## src/design/lzg_pkg.sv

```systemverilog
package lzg_pkg;

  typedef enum logic [1:0] {
    ST_IDLE,
    ST_SEARCH,
    ST_EMIT,
    ST_SHIFT
  } lzg_state_e;

  localparam int unsigned CfgW   = 5;
  localparam int unsigned LitW   = 8;
  localparam int unsigned DistW  = 11;
  localparam int unsigned LenW   = 5;
  localparam logic [CfgW-1:0] MinLenRst = CfgW'(3);

endpackage

```

## src/design/lzg_cell.sv

```systemverilog
module lzg_cell
  import lzg_pkg::*;
#(
  parameter int unsigned Idx = 0,
  parameter int unsigned LW  = 5,
  parameter int unsigned DW  = 11
) (
  input  logic          clk_i,
  input  logic          rst_ni,
  input  logic [7:0]    strm_i,
  input  logic [LW-1:0] la_cnt_i,
  input  logic          load_i,
  input  logic [7:0]    load_data_i,
  input  logic          shift_i,
  input  logic [7:0]    next_byte_i,
  output logic [7:0]    byte_o,
  input  logic          cand_valid_i,
  input  logic [LW-1:0] cand_len_i,
  input  logic [DW-1:0] cand_dist_i,
  output logic          cand_valid_o,
  output logic [LW-1:0] cand_len_o,
  output logic [DW-1:0] cand_dist_o
);

  logic [7:0]    byte_q;
  logic          valid_q;
  logic [LW-1:0] len_q, len_d;
  logic [DW-1:0] dist_q;
  logic          hit;

  // candidate still running through all earlier cells and this byte agrees
  assign hit = (cand_len_i == LW'(Idx)) && (LW'(Idx) < la_cnt_i) && (byte_q == strm_i);
  assign len_d = hit ? LW'(Idx + 1) : cand_len_i;

  always_ff @(posedge clk_i) begin
    if (load_i) begin
      byte_q <= load_data_i;
    end else if (shift_i) begin
      byte_q <= next_byte_i;
    end
    len_q  <= len_d;
    dist_q <= cand_dist_i;
  end

  always_ff @(posedge clk_i or negedge rst_ni) begin
    if (!rst_ni) begin
      valid_q <= 1'b0;
    end else begin
      valid_q <= cand_valid_i;
    end
  end

  assign byte_o       = byte_q;
  assign cand_valid_o = valid_q;
  assign cand_len_o   = len_q;
  assign cand_dist_o  = dist_q;

endmodule

```

## config.mk

```make
export PLATFORM = sky130hd
export DESIGN_NAME = lzg_cell
export DESIGN_NICKNAME = d
export VERILOG_FILES = /design/src/design/lzg_pkg.sv /design/src/design/lzg_cell.sv
export SDC_FILE = /design/constraint.sdc
export NUM_CORES = 1
export LEC_CHECK = 0
export BUFFER_PORTS_ARGS = -buffer_cell sky130_fd_sc_hd__clkbuf_2
export CORE_ASPECT_RATIO = 1.5
export CORE_MARGIN = 10
export CORE_UTILIZATION = 38
export CTS_CLUSTER_DIAMETER = 120
export CTS_CLUSTER_SIZE = 20
export DETAILED_ROUTE_END_ITERATION = 10
export GPL_TIMING_DRIVEN = 0
export PLACE_DENSITY = 0.92
export SLEW_MARGIN = 15
export SYNTH_ARGS = -nofsm -noshare
export SYNTH_HDL_FRONTEND = slang
export SYNTH_SLANG_ARGS = --single-unit
```

## constraint.sdc

```tcl
create_clock -name clk_i -period 3.16 [get_ports clk_i]
set_clock_uncertainty 0.05 [all_clocks]
set_input_delay 0.632 -clock clk_i [delete_from_list [all_inputs] [get_ports clk_i]]
set_output_delay 0.632 -clock clk_i [all_outputs]
set_load 0.02 [all_outputs]
```

; ---- Yosys cells after proc, flatten, opt, wreduce, memory -nomap -nowiden
; Index checks and enable logic that the tools add are counted.
[op_classes]
reduce_logical = 4
order_cmp = 1
mux = 2
n_eq_ne = 1
[ops]
columns = cell, count
row1 = $mux W8, 2
row2 = $eq A8 B8 Y1, 1
row3 = $logic_not A5 Y1, 1
row4 = $lt A1 B5 Y1 const A, 1
row5 = $logic_and A1 B1 Y1, 2
row6 = $reduce_bool A2 Y1, 1
[word_totals]
reg_bits = 25

; ---- Depth between registers and ports, before layout
[logic_depth]
word_depth = 3
ltp_mapped = 3
ltp_nobuf = 3

; ---- Least setup slack after synthesis
; Ideal clock, no wire load.
[synth_path]
path_type = in2reg
startpoint = input cand_len_i[1]
endpoint = register len_q[0], in the netlist cand_len_o[0]
setup_slack_ns = 1.581
setup_time_ns = 0.059
required_ns = 3.051
arrival_ns = 1.470
cell_stages = 3
path_cell_list = or4_4 a211oi_2 a31o_1
[synth_via]
elab_chain_cells = 3
[synth_rtl]
columns = item, line
row1 = start: declaration, lzg_cell.sv:18  ; input logic [LW-1:0] cand_len_i,
row2 = $logic_not A5 Y1, lzg_cell.sv:32  ; assign hit = (cand_len_i == LW'(Idx)) && (LW'(Idx) < la_cnt_i) && (byte_q == strm_i);
row3 = $logic_and A1 B1 Y1 (2 in series), lzg_cell.sv:32
row4 = end signal: assignment, lzg_cell.sv:41  ; len_q <= len_d;
row5 = end: declaration, lzg_cell.sv:27  ; logic [LW-1:0] len_q, len_d;
; No other way between the ends.
; A chain may end at the register's enable or synchronous reset.

; ---- Worst setup path in the final report
[layout_path]
startpoint = register byte_q[3], in the netlist byte_o[3]
endpoint = output byte_o[3]
[layout_lines]
columns = item, line
row1 = start: declaration, lzg_cell.sv:25  ; logic [7:0] byte_q;
row2 = start signal: assignment, lzg_cell.sv:37  ; byte_q <= load_data_i;
row3 = start signal: assignment, lzg_cell.sv:39  ; byte_q <= next_byte_i;
row4 = end: declaration, lzg_cell.sv:16  ; output logic [7:0] byte_o,
; No word-level cell between the ends.

==> impl_summary.md <==
Synth
Measured against the total synthesized area, the mux share comes to a little over a tenth. The adder and majority gate portion of the synthesized area is 0%. Dividing the synthesized area by the synthesized cell count gives ~15 sq um. The share of the synthesized area in the top cell type is 38.9%. The compound-cell area share of the yosys netlist is under 10%. By area, the combinational part of the netlist is dominated by multiplexers. The cell with the most instances after synthesis is sky130_fd_sc_hd__dfxtp_1.

The flip-flop and latch count after synthesis is 25. The Yosys warning count is 0. The area of the mapped netlist is 823 sq um. The number of nets handed over by synthesis was 104. The number of distinct standard cells referenced by the synthesized netlist is 13. By area the synthesized netlist is led by sky130_fd_sc_hd__dfxtp_1, sky130_fd_sc_hd__edfxtp_1, sky130_fd_sc_hd__mux2_2. Counting instances in the post-synthesis netlist gives the leading cell types as sky130_fd_sc_hd__dfxtp_1, sky130_fd_sc_hd__edfxtp_1, sky130_fd_sc_hd__mux2_2, sky130_fd_sc_hd__xor2_1, sky130_fd_sc_hd__clkbuf_1.

sky130_fd_sc_hd__dfxtp_1 takes more of the synthesized area than any other cell. The primary flip-flop cell chosen by synthesis mapping is sky130_fd_sc_hd__dfxtp_1. Of the total synthesized cell area, the portion taken by XOR and XNOR cells is under 10%.

In the synthesized netlist, the number of instances is 54. The number of enable-type register cells in the synthesized netlist is 8. In the synthesized netlist the async set-or-reset flop fraction comes to 4.00%. The post-synthesis share of cell area spent on and, or, nand and nor gates is roughly 4.6%. The share of the Yosys chip area taken by registers is 71.1%.

STA
Measured against its own limit, the worst slew margin works out to around 70%. Static timing analysis puts the maximum clock frequency at approximately 630 MHz. The final critical-path required period is roughly 1.6 ns. Setup repair after global routing left no endpoint under its margin. Setup violations remaining at the end of the flow were counted as 0. After routing, the total negative slack on setup checks comes to 0 ns. The actual slew at the worst max-slew pin is roughly 0.42 ns. The worst setup slack after layout is ~1.6 ns. The final cycle utilization of the critical path is 50.6%. The number of hold violations in the final report came to 0. The number of max-slew violations in the final report is 0.

Worst setup path
The worst setup path is captured at an output port. The required time reported for the critical path endpoint is around 2.5 ns. The worst register-to-register path begins at byte_o[5]. The category of the most critical setup path is flop to output port.

At the worst endpoint, the arrival time is ~0.92 ns. The critical path starts at byte_o[3]. The depth of the critical timing path with buffers and inverters included is 1. The top fanout value on the critical path is 2. The stage delay of the slowest cell on the critical path is approximately 0.44 ns. The number of buffer and inverter stages on the critical path is 1. The startpoint type of the worst setup path is a flop. The depth of the worst register-to-register path is 3. The cell family with the largest share of critical-path delay is flip-flops. The signal on the critical path passes through clkbuf_2.

The critical-path cell with the highest stage delay is sky130_fd_sc_hd__edfxtp_1.

Pwr
In this run the power spent charging and discharging nets is 158 uW. Power spread over the standard cell area amounts to between 400 and 500 mW/mm^2. Combinational cells account for about 18% of the total power. The leakage component of the power is 0.638 nW. Per report_power, the sequential group accounts for between 50% and 60% of the total. The worst-case IR drop observed on VDD is 0.304 mV. The switching part of the total power is about a quarter. The clock network burns about 22% of the power. Summing internal, switching and leakage power gives just over 600 uW.

The internal power is 459 uW.

Cells and area
The area of all placed cells without fillers is ~0.0013 sq mm. The number of antenna diodes in the final layout is 0. Summing all flip-flop and latch instances after layout gives just under 600 sq um. Cells with a size suffix above 1 make up between 60% and 70% of the layout. The post-synthesis to final-layout area growth is 52.4%. Counting the fill cells in the layout gives around 180. In the final layout, the multi-input gates occupy roughly 220 sq um. The final layout contains ~180 nets.

Routing
Routed signal wires occupy layers up through met4. The total wire length is roughly 2300 microns. The total length of routed met2 wires is between 1000 and 1500 microns. The first detailed-routing pass ran for 2 iterations. Summed over all nets, wire length on met3 after detailed routing comes to about 280 microns. The final antenna-violating net count is 0. The routed layout has 692 vias. In this run, the number of DRC markers left after iteration 0 of detailed routing was 12. In the final routing, the length of wire on met1 measures approximately 640 microns. The average wire length per cell after detail routing is between 15 and 20 microns. For this run, design rule violations remaining after detail routing come to 0. The routed via count divided by cell count is between 4 and 5.

Global route
The overflow left after global routing is 0. The initial antenna violation count is 0. Entering global routing, the biggest net connects 16 pins. The number of global-route vias before repair is around 750. The overall global routing resource usage is between 10% and 20%.

The first global-routing pass estimated 3610 microns of wire.

Floorplan
In this run the count of I/O pins placed on the die edge is 75. The die is roughly 77 microns tall. The initial core utilization is between 40 and 50%. The row count is 20. The floorplan step defined a die boundary enclosing ~0.0045 sq mm. The die is between 50 and 60 microns wide. The core region is approximately 0.002 sq mm.

CTS
The clock-pin slew on the worst setup and hold paths is ~0.13 ns. TritonCTS built the clock tree. The total number of clock tree sinks is 25. The master cell of the clock root buffer is sky130_fd_sc_hd__clkbuf_4.

The buffer depth of the longest clock path is 2. The total clock buffers created by CTS is 3. After clock tree synthesis, the setup repair step added 0 buffers. CTS built an H-tree with a depth of 1. The source-to-sink clock delay at the later pin of the worst-skew pair is approximately 0.30 ns.

Placed design
The number of buffers inserted by port buffering is 73. Detailed placement ended at an HPWL of 2140 microns. Prior to clock tree synthesis, the placed netlist has a worst setup slack of between 1 and 1.5 ns. The routability congestion estimate from global placement is between 0.6 and 0.7. The total cell area at the placement stage is approximately 0.0012 sq mm.

Run status
The flow ran to the end, and the final reports show no timing, DRC or antenna violations.

Hold path
The class of the most critical hold timing path is input port to flop. The startpoint identified for the worst hold timing path is cand_dist_i[4]. The hold-critical path depth is 1.

Job
The number of violations of the max-capacitance limit is 0.
==> sequential cells by signal (all words and copies together) (netlist names) <==
register      cells
cand_len_o        5
byte_o            8
cand_dist_o      11
cand_valid_o      1
==> power by group through the flow <==
stage | Clock, mW | Sequential, mW | Combinational, mW
detailed placement | 0 | 0.375 | 0.114
global placement | 0 | 0.374 | 0.111
finish | 0.136 | 0.367 | 0.113
CTS | 0.144 | 0.368 | 0.115
floorplan | 0 | 0.404 | 0.0266
global route | 0.158 | 0.370 | 0.124
==> per-stage QoR <==
step,hold WS (ns),instances,util [%]
after floorplan,0.286,54,-
after global placement,0.357,149,59.3
after detailed placement,0.358,149,59.3
after CTS,0.000979,153,60.7
after global routing,0.331,154,61.2
final,0.361,154,61.2
==> layout make-up <==
| class | instances | area share [%] |
|---|---|---|
| Multi-Input combinational cell | 24 | 17.4 |
| Clock inverter | 1 | 0.499 |
| Sequential cell | 25 | 46.7 |
| Timing Repair Buffer | 74 | 29.9 |
| Buffer | 5 | 1.50 |
| Tap cell | 22 | 2.19 |
| Clock buffer | 3 | 1.79 |
==> what timing repair did <==
item | 4_1_cts | 5_1_grt
resized for setup | 0 | 0
endpoints found under the hold margin | 0 | 1
hold buffers | 0 | 1
==> worst paths after layout <==
| kind | slack, ns | end |
|---|---|---|
| max | 1.56 | byte_o[3] |
| min | 0.36 | cand_dist_o[4] |
| max reg2reg | 2.01 | cand_len_o[0] |
| min reg2reg | 0.71 | cand_len_o[0] |
| max in group asynchronous | 2.41 | cand_valid_o |
| min in group asynchronous | 0.57 | cand_valid_o |
==> metal layers <==
metal  vias up  GRT usage [%]
met2        40           20.0
met1       309           7.80
met5         -              0
met4         0           4.95
li1        339              -
met3         4           4.28
==> placed cells by master (no fill, tap or decap), drive strengths merged <==
master	instances
dfrtp	1
dlygate4sd3	1
nor2	1
inv	1
nor4	1
xor2	8
a31o	1
edfxtp	8
clkbuf	81
mux2	8
a211oi	1
or2	1
dfxtp	16
or4	1
nor3	2
==> kinds of logic (layout without fill, tap and decap cells) <==
| family | count (synthesis) | in the layout |
|---|---|---|
| DFF | 25 | 25 |
| xor gates and xnor gates | 8 | 8 |
| muxes | 8 | 8 |
| and+or+nand+nor | 6 | 6 |
| buffers and inverters | 5 | 83 |
| AOI/OAI and AO/OA | 2 | 2 |
(Power assumes the default switching activity.)
